===== config.mk =====
export PLATFORM = sky130hd
export DESIGN_NAME = delimited_frame_checker_core
export DESIGN_NICKNAME = d
export VERILOG_FILES = /design/src/rtl/dfc_pkg.sv /design/src/rtl/dfc_regs.sv /design/src/rtl/dfc_parser.sv /design/src/rtl/dfc_out_queue.sv /design/src/rtl/delimited_frame_checker_core.sv
export SDC_FILE = /design/constraint.sdc
export NUM_CORES = 1
export LEC_CHECK = 0
export CAP_MARGIN = 20
export CORE_ASPECT_RATIO = 1.1
export CORE_MARGIN = 2
export CORE_UTILIZATION = 56
export CTS_CLUSTER_SIZE = 28
export DETAILED_ROUTE_END_ITERATION = 8
export DONT_BUFFER_PORTS = 1
export HOLD_SLACK_MARGIN = 0.1
export PLACE_DENSITY = 0.75
export SYNTH_ARGS = -nofsm -noshare
export SYNTH_HDL_FRONTEND = slang
export SYNTH_SLANG_ARGS = --single-unit

===== constraint.sdc =====
create_clock -name clk -period 4.65 [get_ports clk]
set_input_delay 0.465 -clock clk [delete_from_list [all_inputs] [get_ports clk]]
set_output_delay 0.465 -clock clk [all_outputs]
set_load 0.02 [all_outputs]

===== src/rtl/dfc_pkg.sv =====
`timescale 1ns / 1ps
// Shared types and constants for the delimited frame checker.
// Used by every module of the block; depends on nothing.
package dfc_pkg;

  // Result kinds.
  localparam logic KIND_WORD   = 1'b0;
  localparam logic KIND_STATUS = 1'b1;

  // Status codes carried in an end-of-frame result.
  localparam logic [1:0] ST_OK       = 2'd0;
  localparam logic [1:0] ST_FORMAT   = 2'd1;
  localparam logic [1:0] ST_CHECKSUM = 2'd2;

  // Register indexes on the configuration port.
  localparam logic REG_START = 1'b0;
  localparam logic REG_END   = 1'b1;

  // Reset values of the marker registers.
  localparam logic [7:0] START_MARKER_RST = 8'd2;
  localparam logic [7:0] END_MARKER_RST   = 8'd3;

  // Shortest legal frame: start, command, checksum and end plus one byte.
  localparam int unsigned MIN_FRAME = 5;

  // Result queue geometry.
  localparam int unsigned QUEUE_DEPTH = 4;
  localparam int unsigned QPTR_W      = 2;
  localparam int unsigned QCNT_W      = 3;

  typedef struct packed {
    logic [7:0] rx_byte;
    logic       frame_end;
  } byte_item_t;

  typedef struct packed {
    logic        result_kind;
    logic [31:0] payload_word;
    logic [7:0]  command;
    logic [5:0]  word_count;
    logic [1:0]  status;
    logic        last_of_run;
  } result_t;

  // Results produced by one accepted byte, in delivery order.
  typedef struct packed {
    logic [1:0] count;
    result_t    first;
    result_t    second;
  } push_t;

endpackage


===== src/rtl/dfc_regs.sv =====
`timescale 1ns / 1ps
// Configuration registers (start and end marker) behind an APB-style port.
// Depends on dfc_pkg.
module dfc_regs
  import dfc_pkg::*;
(
  input  logic        clk,
  input  logic        rst,
  input  logic        psel,
  input  logic        penable,
  input  logic        pwrite,
  input  logic [2:0]  paddr,
  input  logic [31:0] pwdata,
  output logic [31:0] prdata,
  output logic        pready,
  output logic [7:0]  start_marker,
  output logic [7:0]  end_marker
);

  logic wr_en;
  logic reg_sel;

  assign pready  = 1'b1;
  assign reg_sel = paddr[2];
  assign wr_en   = psel & penable & pwrite & pready;

  always_ff @(posedge clk) begin
    if (rst) begin
      start_marker <= START_MARKER_RST;
      end_marker   <= END_MARKER_RST;
    end else if (wr_en) begin
      unique case (reg_sel)
        REG_START: start_marker <= pwdata[7:0];
        REG_END:   end_marker   <= pwdata[7:0];
        default:   start_marker <= start_marker;
      endcase
    end
  end

  always_comb begin
    unique case (reg_sel)
      REG_START: prdata = {24'd0, start_marker};
      REG_END:   prdata = {24'd0, end_marker};
      default:   prdata = 32'd0;
    endcase
  end

endmodule


===== src/rtl/dfc_parser.sv =====
`timescale 1ns / 1ps
// Frame state and per-byte result logic: delay line, checksum, word assembly.
// Depends on dfc_pkg.
module dfc_parser
  import dfc_pkg::*;
#(
  parameter int unsigned MAX_FRAME = 255
) (
  input  logic       clk,
  input  logic       rst,
  input  logic       accept,
  input  byte_item_t item,
  input  logic [7:0] start_marker,
  input  logic [7:0] end_marker,
  output push_t      push
);

  logic [7:0]  delay0, delay0_next;
  logic [7:0]  delay1, delay1_next;
  logic [7:0]  byte_index, byte_index_next;
  logic [7:0]  running_sum, running_sum_next;
  logic [7:0]  command_hold, command_hold_next;
  logic [23:0] partial_word, partial_word_next;
  logic [5:0]  words_done, words_done_next;
  logic        format_bad, format_bad_next;

  logic        over_long;
  logic        word_done;
  logic [31:0] word_value;
  result_t     word_res;
  result_t     status_res;

  always_comb begin
    over_long         = byte_index >= 8'(MAX_FRAME);
    delay0_next       = delay0;
    delay1_next       = delay1;
    byte_index_next   = byte_index;
    running_sum_next  = running_sum;
    command_hold_next = command_hold;
    partial_word_next = partial_word;
    words_done_next   = words_done;
    format_bad_next   = format_bad;
    word_value        = {partial_word, delay1};
    word_done         = 1'b0;

    if (over_long) begin
      format_bad_next = 1'b1;
    end else begin
      if (byte_index == 8'd0 && item.rx_byte != start_marker) begin
        format_bad_next = 1'b1;
      end
      if (byte_index == 8'd1) begin
        command_hold_next = item.rx_byte;
        running_sum_next  = running_sum + item.rx_byte;
      end
      if (byte_index >= 8'd4) begin
        // The byte leaving the delay line is known to be payload.
        running_sum_next = running_sum + delay1;
        if (byte_index[1:0] == 2'd3) begin
          word_done         = 1'b1;
          partial_word_next = 24'd0;
          words_done_next   = words_done + 6'd1;
        end else begin
          partial_word_next = {partial_word[15:0], delay1};
        end
      end
      if (item.frame_end && ((9'(byte_index) + 9'd1) < 9'(MIN_FRAME)
                             || item.rx_byte != end_marker)) begin
        format_bad_next = 1'b1;
      end
      delay1_next     = delay0;
      delay0_next     = item.rx_byte;
      byte_index_next = byte_index + 8'd1;
    end

    word_res              = '0;
    word_res.result_kind  = KIND_WORD;
    word_res.payload_word = word_value;
    word_res.last_of_run  = ~item.frame_end;

    // After the shift the older delay slot holds the checksum byte.
    status_res             = '0;
    status_res.result_kind = KIND_STATUS;
    status_res.last_of_run = 1'b1;
    if (format_bad_next) begin
      status_res.status = ST_FORMAT;
    end else begin
      status_res.command    = command_hold_next;
      status_res.word_count = words_done_next;
      status_res.status     = (delay1_next != running_sum_next) ? ST_CHECKSUM : ST_OK;
    end

    push = '0;
    if (accept) begin
      if (word_done) begin
        push.first  = word_res;
        push.second = status_res;
        push.count  = item.frame_end ? 2'd2 : 2'd1;
      end else if (item.frame_end) begin
        push.first = status_res;
        push.count = 2'd1;
      end
    end
  end

  always_ff @(posedge clk) begin
    if (rst || (accept && item.frame_end)) begin
      delay0       <= '0;
      delay1       <= '0;
      byte_index   <= '0;
      running_sum  <= '0;
      command_hold <= '0;
      partial_word <= '0;
      words_done   <= '0;
      format_bad   <= 1'b0;
    end else if (accept) begin
      delay0       <= delay0_next;
      delay1       <= delay1_next;
      byte_index   <= byte_index_next;
      running_sum  <= running_sum_next;
      command_hold <= command_hold_next;
      partial_word <= partial_word_next;
      words_done   <= words_done_next;
      format_bad   <= format_bad_next;
    end
  end

  // A frame's final byte always returns the frame state to its start.
  assert property (@(posedge clk) disable iff (rst)
    accept && item.frame_end |=> byte_index == 8'd0 && !format_bad)
    else $error("frame state not cleared after final byte");

  // The byte count never runs past the frame limit.
  assert property (@(posedge clk) disable iff (rst)
    byte_index <= 8'(MAX_FRAME))
    else $error("byte index beyond frame limit");

endmodule


===== src/rtl/dfc_out_queue.sv =====
`timescale 1ns / 1ps
// Result queue: takes up to two results per cycle, delivers one per handshake.
// Depends on dfc_pkg.
module dfc_out_queue
  import dfc_pkg::*;
(
  input  logic    clk,
  input  logic    rst,
  input  push_t   push,
  output logic    room,
  output logic    result_valid,
  input  logic    result_stall,
  output result_t result_data
);

  result_t             entries [QUEUE_DEPTH];
  logic [QPTR_W-1:0]   wr_ptr, rd_ptr;
  logic [QCNT_W-1:0]   count, count_next;
  logic                pop;

  // Room for the worst case of two results from one byte.
  assign room         = count <= QCNT_W'(QUEUE_DEPTH - 2);
  assign result_valid = count != '0;
  assign result_data  = entries[rd_ptr];
  assign pop          = result_valid & ~result_stall;
  assign count_next   = count + QCNT_W'(push.count) - QCNT_W'(pop);

  always_ff @(posedge clk) begin
    if (push.count != 2'd0) begin
      entries[wr_ptr] <= push.first;
    end
    if (push.count == 2'd2) begin
      entries[wr_ptr + QPTR_W'(1)] <= push.second;
    end
  end

  always_ff @(posedge clk) begin
    if (rst) begin
      wr_ptr <= '0;
      rd_ptr <= '0;
      count  <= '0;
    end else begin
      wr_ptr <= wr_ptr + QPTR_W'(push.count);
      rd_ptr <= rd_ptr + QPTR_W'(pop);
      count  <= count_next;
    end
  end

  assert property (@(posedge clk) disable iff (rst)
    count <= QCNT_W'(QUEUE_DEPTH))
    else $error("result queue overfilled");

  assert property (@(posedge clk) disable iff (rst)
    push.count != 2'd0 |-> room)
    else $error("results pushed without room");

  assert property (@(posedge clk) disable iff (rst)
    pop && push.count == 2'd0 |=> count == $past(count) - QCNT_W'(1))
    else $error("queue count did not drop on delivery");

endmodule


===== src/rtl/delimited_frame_checker_core.sv =====
`timescale 1ns / 1ps
// Delimited frame checker: one received byte per word on the input channel.
// The first result of an accepted byte is offered in the next cycle when the queue is
// empty; a status that follows a word from the same byte is offered once that word is taken.
// Throughput: one byte per cycle; the input stalls only while the four-entry result
// queue holds more than two results.
// Reset (synchronous, active high) clears frame state and the queue and sets the
// start and end markers to 2 and 3.
module delimited_frame_checker_core
  import dfc_pkg::*;
#(
  parameter int unsigned MAX_FRAME = 255
) (
  input  logic        clk,
  input  logic        rst,
  // Byte channel.
  input  logic        byte_valid,
  output logic        byte_stall,
  input  byte_item_t  byte_data,
  // Result channel.
  output logic        result_valid,
  input  logic        result_stall,
  output result_t     result_data,
  // Configuration port.
  input  logic        psel,
  input  logic        penable,
  input  logic        pwrite,
  input  logic [2:0]  paddr,
  input  logic [31:0] pwdata,
  output logic [31:0] prdata,
  output logic        pready
);

  logic       room;
  logic       accept;
  logic [7:0] start_marker;
  logic [7:0] end_marker;
  push_t      push;

  // The stall depends only on queue occupancy, never on the byte valid, so a
  // byte can be taken in every cycle while results drain at the other side.
  assign byte_stall = ~room;
  assign accept     = byte_valid & room;

  // Marker registers. Writes are expected only while no frame is in flight.
  dfc_regs u_regs (
    .clk          (clk),
    .rst          (rst),
    .psel         (psel),
    .penable      (penable),
    .pwrite       (pwrite),
    .paddr        (paddr),
    .pwdata       (pwdata),
    .prdata       (prdata),
    .pready       (pready),
    .start_marker (start_marker),
    .end_marker   (end_marker)
  );

  // Per-byte logic: the frame state registers feed a short combinational path
  // that produces zero, one or two results for the accepted byte. A word that
  // completes on the final byte is delivered ahead of the status.
  dfc_parser #(
    .MAX_FRAME (MAX_FRAME)
  ) u_parser (
    .clk          (clk),
    .rst          (rst),
    .accept       (accept),
    .item         (byte_data),
    .start_marker (start_marker),
    .end_marker   (end_marker),
    .push         (push)
  );

  // Results are registered in a small queue that decouples the output stall
  // from byte acceptance.
  dfc_out_queue u_queue (
    .clk          (clk),
    .rst          (rst),
    .push         (push),
    .room         (room),
    .result_valid (result_valid),
    .result_stall (result_stall),
    .result_data  (result_data)
  );

endmodule

# After elaboration in Yosys (flattened, before gate mapping)
# Memory sizes are Yosys's and may differ from the RTL's. A register that Yosys moved wholly into a read port is not among the register bits.
# Cells that the tools add are included.
# Widths: inputs -> output; s select.
dict set report word_totals {
  mem_bits_rw 200
  latchBits 0
  memories 1
  wordCells 85
  reg_bits 94
  rom_bits 0
  input_bits 51
}
dict set report op_classes {
  addsub 10
  eq_ne 6
  n_lt_le_gt_ge 4
  n_shift 0
  n_div 0
  n_reduce_logical 12
  n_mux 30
  multipliers 0
  bitwise 9
}
# memory words word_bits rd rd_clocked_by_memory_dff wr line_no
set memory_table {}
lappend memory_table {u_queue.entries 4 50 1 1 2 dfc_out_queue.sv:16} ;# result_t entries [QUEUE_DEPTH];
# cell count
set op_table {}
lappend op_table {{$mux 102} 1}
lappend op_table {{$pmux 32 s2} 1}
lappend op_table {{$mux 52} 1}
lappend op_table {{$mux 51} 1}
lappend op_table {{$mux 50} 1}
lappend op_table {{$mux 8} 6}
lappend op_table {{$mux 24} 1}
lappend op_table {{$ne 8x8->1} 3}
lappend op_table {{$mux 6} 3}
lappend op_table {{$add 8x8->8} 2}
lappend op_table {{$mux 14} 1}
lappend op_table {{$mux 1} 10}
lappend op_table {{$add 8x1->9 const B} 1}
lappend op_table {{$lt 9x3->1 const B} 1}
lappend op_table {{$add 8x1->8 const B} 1}
lappend op_table {{$eq 8x1->1 const B} 1}
lappend op_table {{$ge 8x3->1 const B} 1}
lappend op_table {{$ge 8x8->1 const B} 1}
lappend op_table {{$logic_not 8->1} 1}
lappend op_table {{$mux 2} 4}
lappend op_table {{$add 6x1->6 const B} 1}
lappend op_table {{$reduce_and 2->1} 3}
lappend op_table {{$not 1->1} 5}
lappend op_table {{$and 1x1->1} 4}
lappend op_table {{12 further kinds} 16}

# Longest topological paths before layout
dict set report logic_depth {
  depth_word 13
  depth_mapped 15
  mapped_depth_nobuf 12
}

# Hierarchy
# A second synthesis with hierarchy kept.
dict set report hier_totals {
  cells_unflattened 1286
  hier_area_um2 16304.4
}
# module area_each_um2 instances cells_each
set modules_own_cells {}
lappend modules_own_cells {dfc_out_queue 10293.6 1 532}
lappend modules_own_cells {dfc_parser 5018.6 1 653}
lappend modules_own_cells {dfc_regs 982.2 1 99}
lappend modules_own_cells {delimited_frame_checker_core 10.0 1 2}

# Worst setup path after synthesis
# Ideal clock, no wire load.
dict set report synth_path {
  kind {register -> register}
  from {register u_parser.byte_index[0]}
  to {memory u_queue.entries[1][0] (netlist bit) (enable)}
  synth_period_minus_slack_ns 3.297
  n_path_buf 5
  stages_incl_launch_ff 13
  t_arrival_ns 2.925
  setup_slack_ns 1.353
  required_time_ns 4.277
  path_cell_list {dfxtp_1 -> ha_1 -> clkbuf_1 -> nand3_1 -> inv_1 -> buf_2 -> ha_1 -> clkbuf_1 -> a21oi_1 -> or3_1 -> clkbuf_1 -> clkbuf_1 -> inv_1}
}
# element line_no
set synth_lines {}
lappend synth_lines {{start, declared} dfc_parser.sv:20} ;# logic [7:0] byte_index, byte_index_next;
lappend synth_lines {{start signal, assigned} dfc_parser.sv:119} ;# byte_index <= byte_index_next;
lappend synth_lines {{end, declared} dfc_out_queue.sv:16}

==> flow_metrics.env <==
export IMPL_synth_compound_area_frac=0.158
export IMPL_root_buffer="clkbuf_16"
export IMPL_hold_depth=2
export IMPL_worstSetupEndpoint="u_queue.entries[1][2]"
export IMPL_synth_top_family_by_area="compound AO/OA/AOI/OAI gates"
export IMPL_cts_tree="built"
export IMPL_power_density_mw_per_mm2=439
export IMPL_drtPass1Iterations=5
export IMPL_synthMuxAreaShare=0.103
export IMPL_slew_viol_final=0
export IMPL_clk_path_buf_depth=3
export IMPL_worst_pin_slew_ns=0.962
export IMPL_multiInputGateArea_mm2=0.00634
export IMPL_synthArstFlopShare=0
export IMPL_port_buffer_count=0
export IMPL_clock_fmax_ghz=0.253
export IMPL_antenna_found_initial=1
export IMPL_critPathCaptureType="flop"
export IMPL_crit_fanout=16
export IMPL_core_area_mm2=0.0238
export IMPL_slowest_delay_ns=0.57
export IMPL_numCtsBuffers=30
export IMPL_synth_main_ff_cell="dfxtp_1"
export IMPL_synth_seq_cells=294
export IMPL_drt_wl_total_um=32500
export IMPL_cp_slowest_cell="dfxtp_1"
export IMPL_clkTransAtPathRegs_ns=0.06
export IMPL_setup_viol=0
export IMPL_rsz0062_at_grt="false"
export IMPL_post_cts_buffers=0
export IMPL_crit_family="simple AND/OR/NAND/NOR gates"
export IMPL_first_global_vias=9537
export IMPL_maxCapViolCount=0
export IMPL_outcome="completed"
export IMPL_fin_cells=1552
export IMPL_wl_per_cell_um=20.9
export IMPL_rr_worst_depth=14
export IMPL_h_tree_depth=1
export IMPL_seqCellArea_mm2=0.00661
export IMPL_mostFrequentLayoutCells="dfxtp_1, a22o_1, nand2_1"
export IMPL_synthSimpleGateAreaFrac=0.135
export IMPL_seq_area_frac_synth=0.486
export IMPL_overflow=0
export IMPL_r2r_slack_ns=0.70
export IMPL_track_usage=0.247
export IMPL_period_minus_slack_ns=3.95
export IMPL_finalHoldViolations=0
export IMPL_synth_xor_area_frac=0.0359
export IMPL_hold_ws_ns=0.167
export IMPL_chipWidth_um=153
export IMPL_power_uw=6500
export IMPL_cp_required_ns=5.04
export IMPL_skew_ns=0.0153
export IMPL_reg2reg_from="u_parser.byte_index[3]"
export IMPL_clk_latency_ns=0.54
export IMPL_crit_type="flop to flop"
export IMPL_drive_gt1_frac=0.126
export IMPL_gp_congestion=0.904
export IMPL_peakVddDrop_uv=310
export IMPL_dp_hpwl_um=19400
export IMPL_synth_edf_count=72
export IMPL_hold_path_class="input pin to flop"
export IMPL_critPathLaunchType="flop"
export IMPL_crit_arrival_ns=4.34
export IMPL_fin_crit_sh=0.850
export IMPL_final_common_cell="dfxtp_1"
export IMPL_synth_warning_count=0
export IMPL_syn_inst=1249
export IMPL_die_h_um=167
export IMPL_syn_area_mm2=0.0136
export IMPL_dp_cells=1478
export IMPL_grt_max_degree=52
export IMPL_timing_critical_path_buf_inv=3
export IMPL_p_leak_uw=0.00534
export IMPL_cts_sinks=294
export IMPL_ioPinCount=136
export IMPL_synth_adder_area_share=0.0274
export IMPL_vias_per_cell=6.27
export IMPL_dr_total_vias=9728
export IMPL_start_util=0.572
export IMPL_r2r_end="u_queue.entries[1][2]"
export IMPL_cp_depth=14
export IMPL_area_growth_syn_to_layout_pct=8.86
export IMPL_ant_nets=0
export IMPL_cp_startpoint="u_parser.byte_index[3]"
export IMPL_drc=0
export IMPL_relSlewSlack=0.358
export IMPL_crit_path_cell_trace="nor2_1, nand2_1, buf_4, nand3_1, inv_1, buf_4, ha_1, nand2b_1, nand4_1, a31oi_1, nand2_1, a21o_1, nand3b_1, a31oi_1"
export IMPL_ys_types=71
export IMPL_rows=59
export IMPL_grt_pass1_wl_um=51700
export IMPL_final_setup_tns_ns=0
export IMPL_avgSynthCellArea_um2=10.9
export IMPL_drt_iter0_drc=801
export IMPL_die_area_mm2=0.0255
export IMPL_nFillCells=1909
export IMPL_finalNetCount=1301
==> worst min-delay path by stage <==
stage | from | end | slack [ns]
final | rst | u_parser.running_sum[4] | 0.17
after global routing | rst | u_parser.running_sum[4] | 0.15
after CTS | rst | u_parser.running_sum[4] | 0.15
after detailed placement | u_parser.command_hold[4] | u_parser.command_hold[4] | 0.45
after global placement | u_parser.command_hold[0] | u_parser.command_hold[0] | 0.44
after floorplan | u_parser.command_hold[0] | u_parser.command_hold[0] | 0.44
==> cells in the mapped netlist, types with 11 or more instances <==
cell type / count / area [um2]
mux4_2: 50 / 1130
nor3b_1: 26 / 195
buf_2: 20 / 100
clkbuf_1: 54 / 203
xnor2_1: 26 / 228
a22o_1: 131 / 1150
nor3_1: 65 / 325
nor2_1: 82 / 308
inv_1: 18 / 67.6
a21oi_1: 89 / 445
ha_1: 25 / 313
nand3_1: 17 / 85.1
buf_4: 25 / 188
mux2i_1: 14 / 140
dfxtp_1: 222 / 4440
nand2_1: 115 / 432
xor2_1: 27 / 236
edfxtp_1: 72 / 2160
nand4_1: 12 / 75.1
a31oi_1: 11 / 68.8
==> power breakdown <==
| part | internal (uW) | switching, uW | leakage, uW |
|---|---|---|---|
| registers | 2690 | 177 | 0.00246 |
| logic | 432 | 644 | 0.00235 |
| clock network | 1580 | 977 | 0.000529 |
==> sequential cells by signal (all words and copies together), names as in the netlist, 3 cells and up <==
register               flops
u_parser.partial_word     24
u_parser.delay0            8
u_queue.count              3
u_regs.start_marker        8
u_parser.running_sum       8
u_queue.entries          200
u_parser.command_hold      8
u_regs.end_marker          8
u_parser.delay1            8
u_parser.words_done        6
u_parser.byte_index        8
==> final cells by class <==
cell class,count,share of cell area
sequential,294,0.447
multi-input combinational,841,0.429
clock buffer,47,0.0626
tap,305,0.0258
timing repair buffer,37,0.0216
clock inverter,9,0.00981
inverter,18,0.00457
antenna,1,0.000169
==> routing by layer <==
layer,vias to the layer above,track usage,part of all wire
met5,-,0,0
met4,0,0.0676,0.023
met3,60,0.0357,0.063
met2,349,0.429,0.49
met1,4797,0.327,0.42
li1,4522,-,-
==> cell families (layout without fill, tap and decap cells) <==
kind of cell	after synthesis	after routing
flops	294	294
mux	75	75
compound gates	290	290
fa+ha+maj	28	28
simple gates	369	369
buf+inv	137	111
xor+xnor	54	54
other cells	2	26
==> per-stage QoR <==
step	setup slack (ns)	util	area (um2)
after floorplan	1.35	-	13700
after global placement	1.01	0.570	13600
after detailed placement	0.898	0.570	13600
after CTS	0.813	0.622	14800
after global routing	0.432	0.623	14800
final	0.698	0.623	14800
==> timing repair <==
action / in CTS / in global routing
endpoints found under the setup margin: 0 / 0
endpoints found under the hold margin: 39 / 0
gates resized for setup: 0 / 0
hold buffers: 17 / 0
Note: power is estimated with default switching activity, not from simulation.
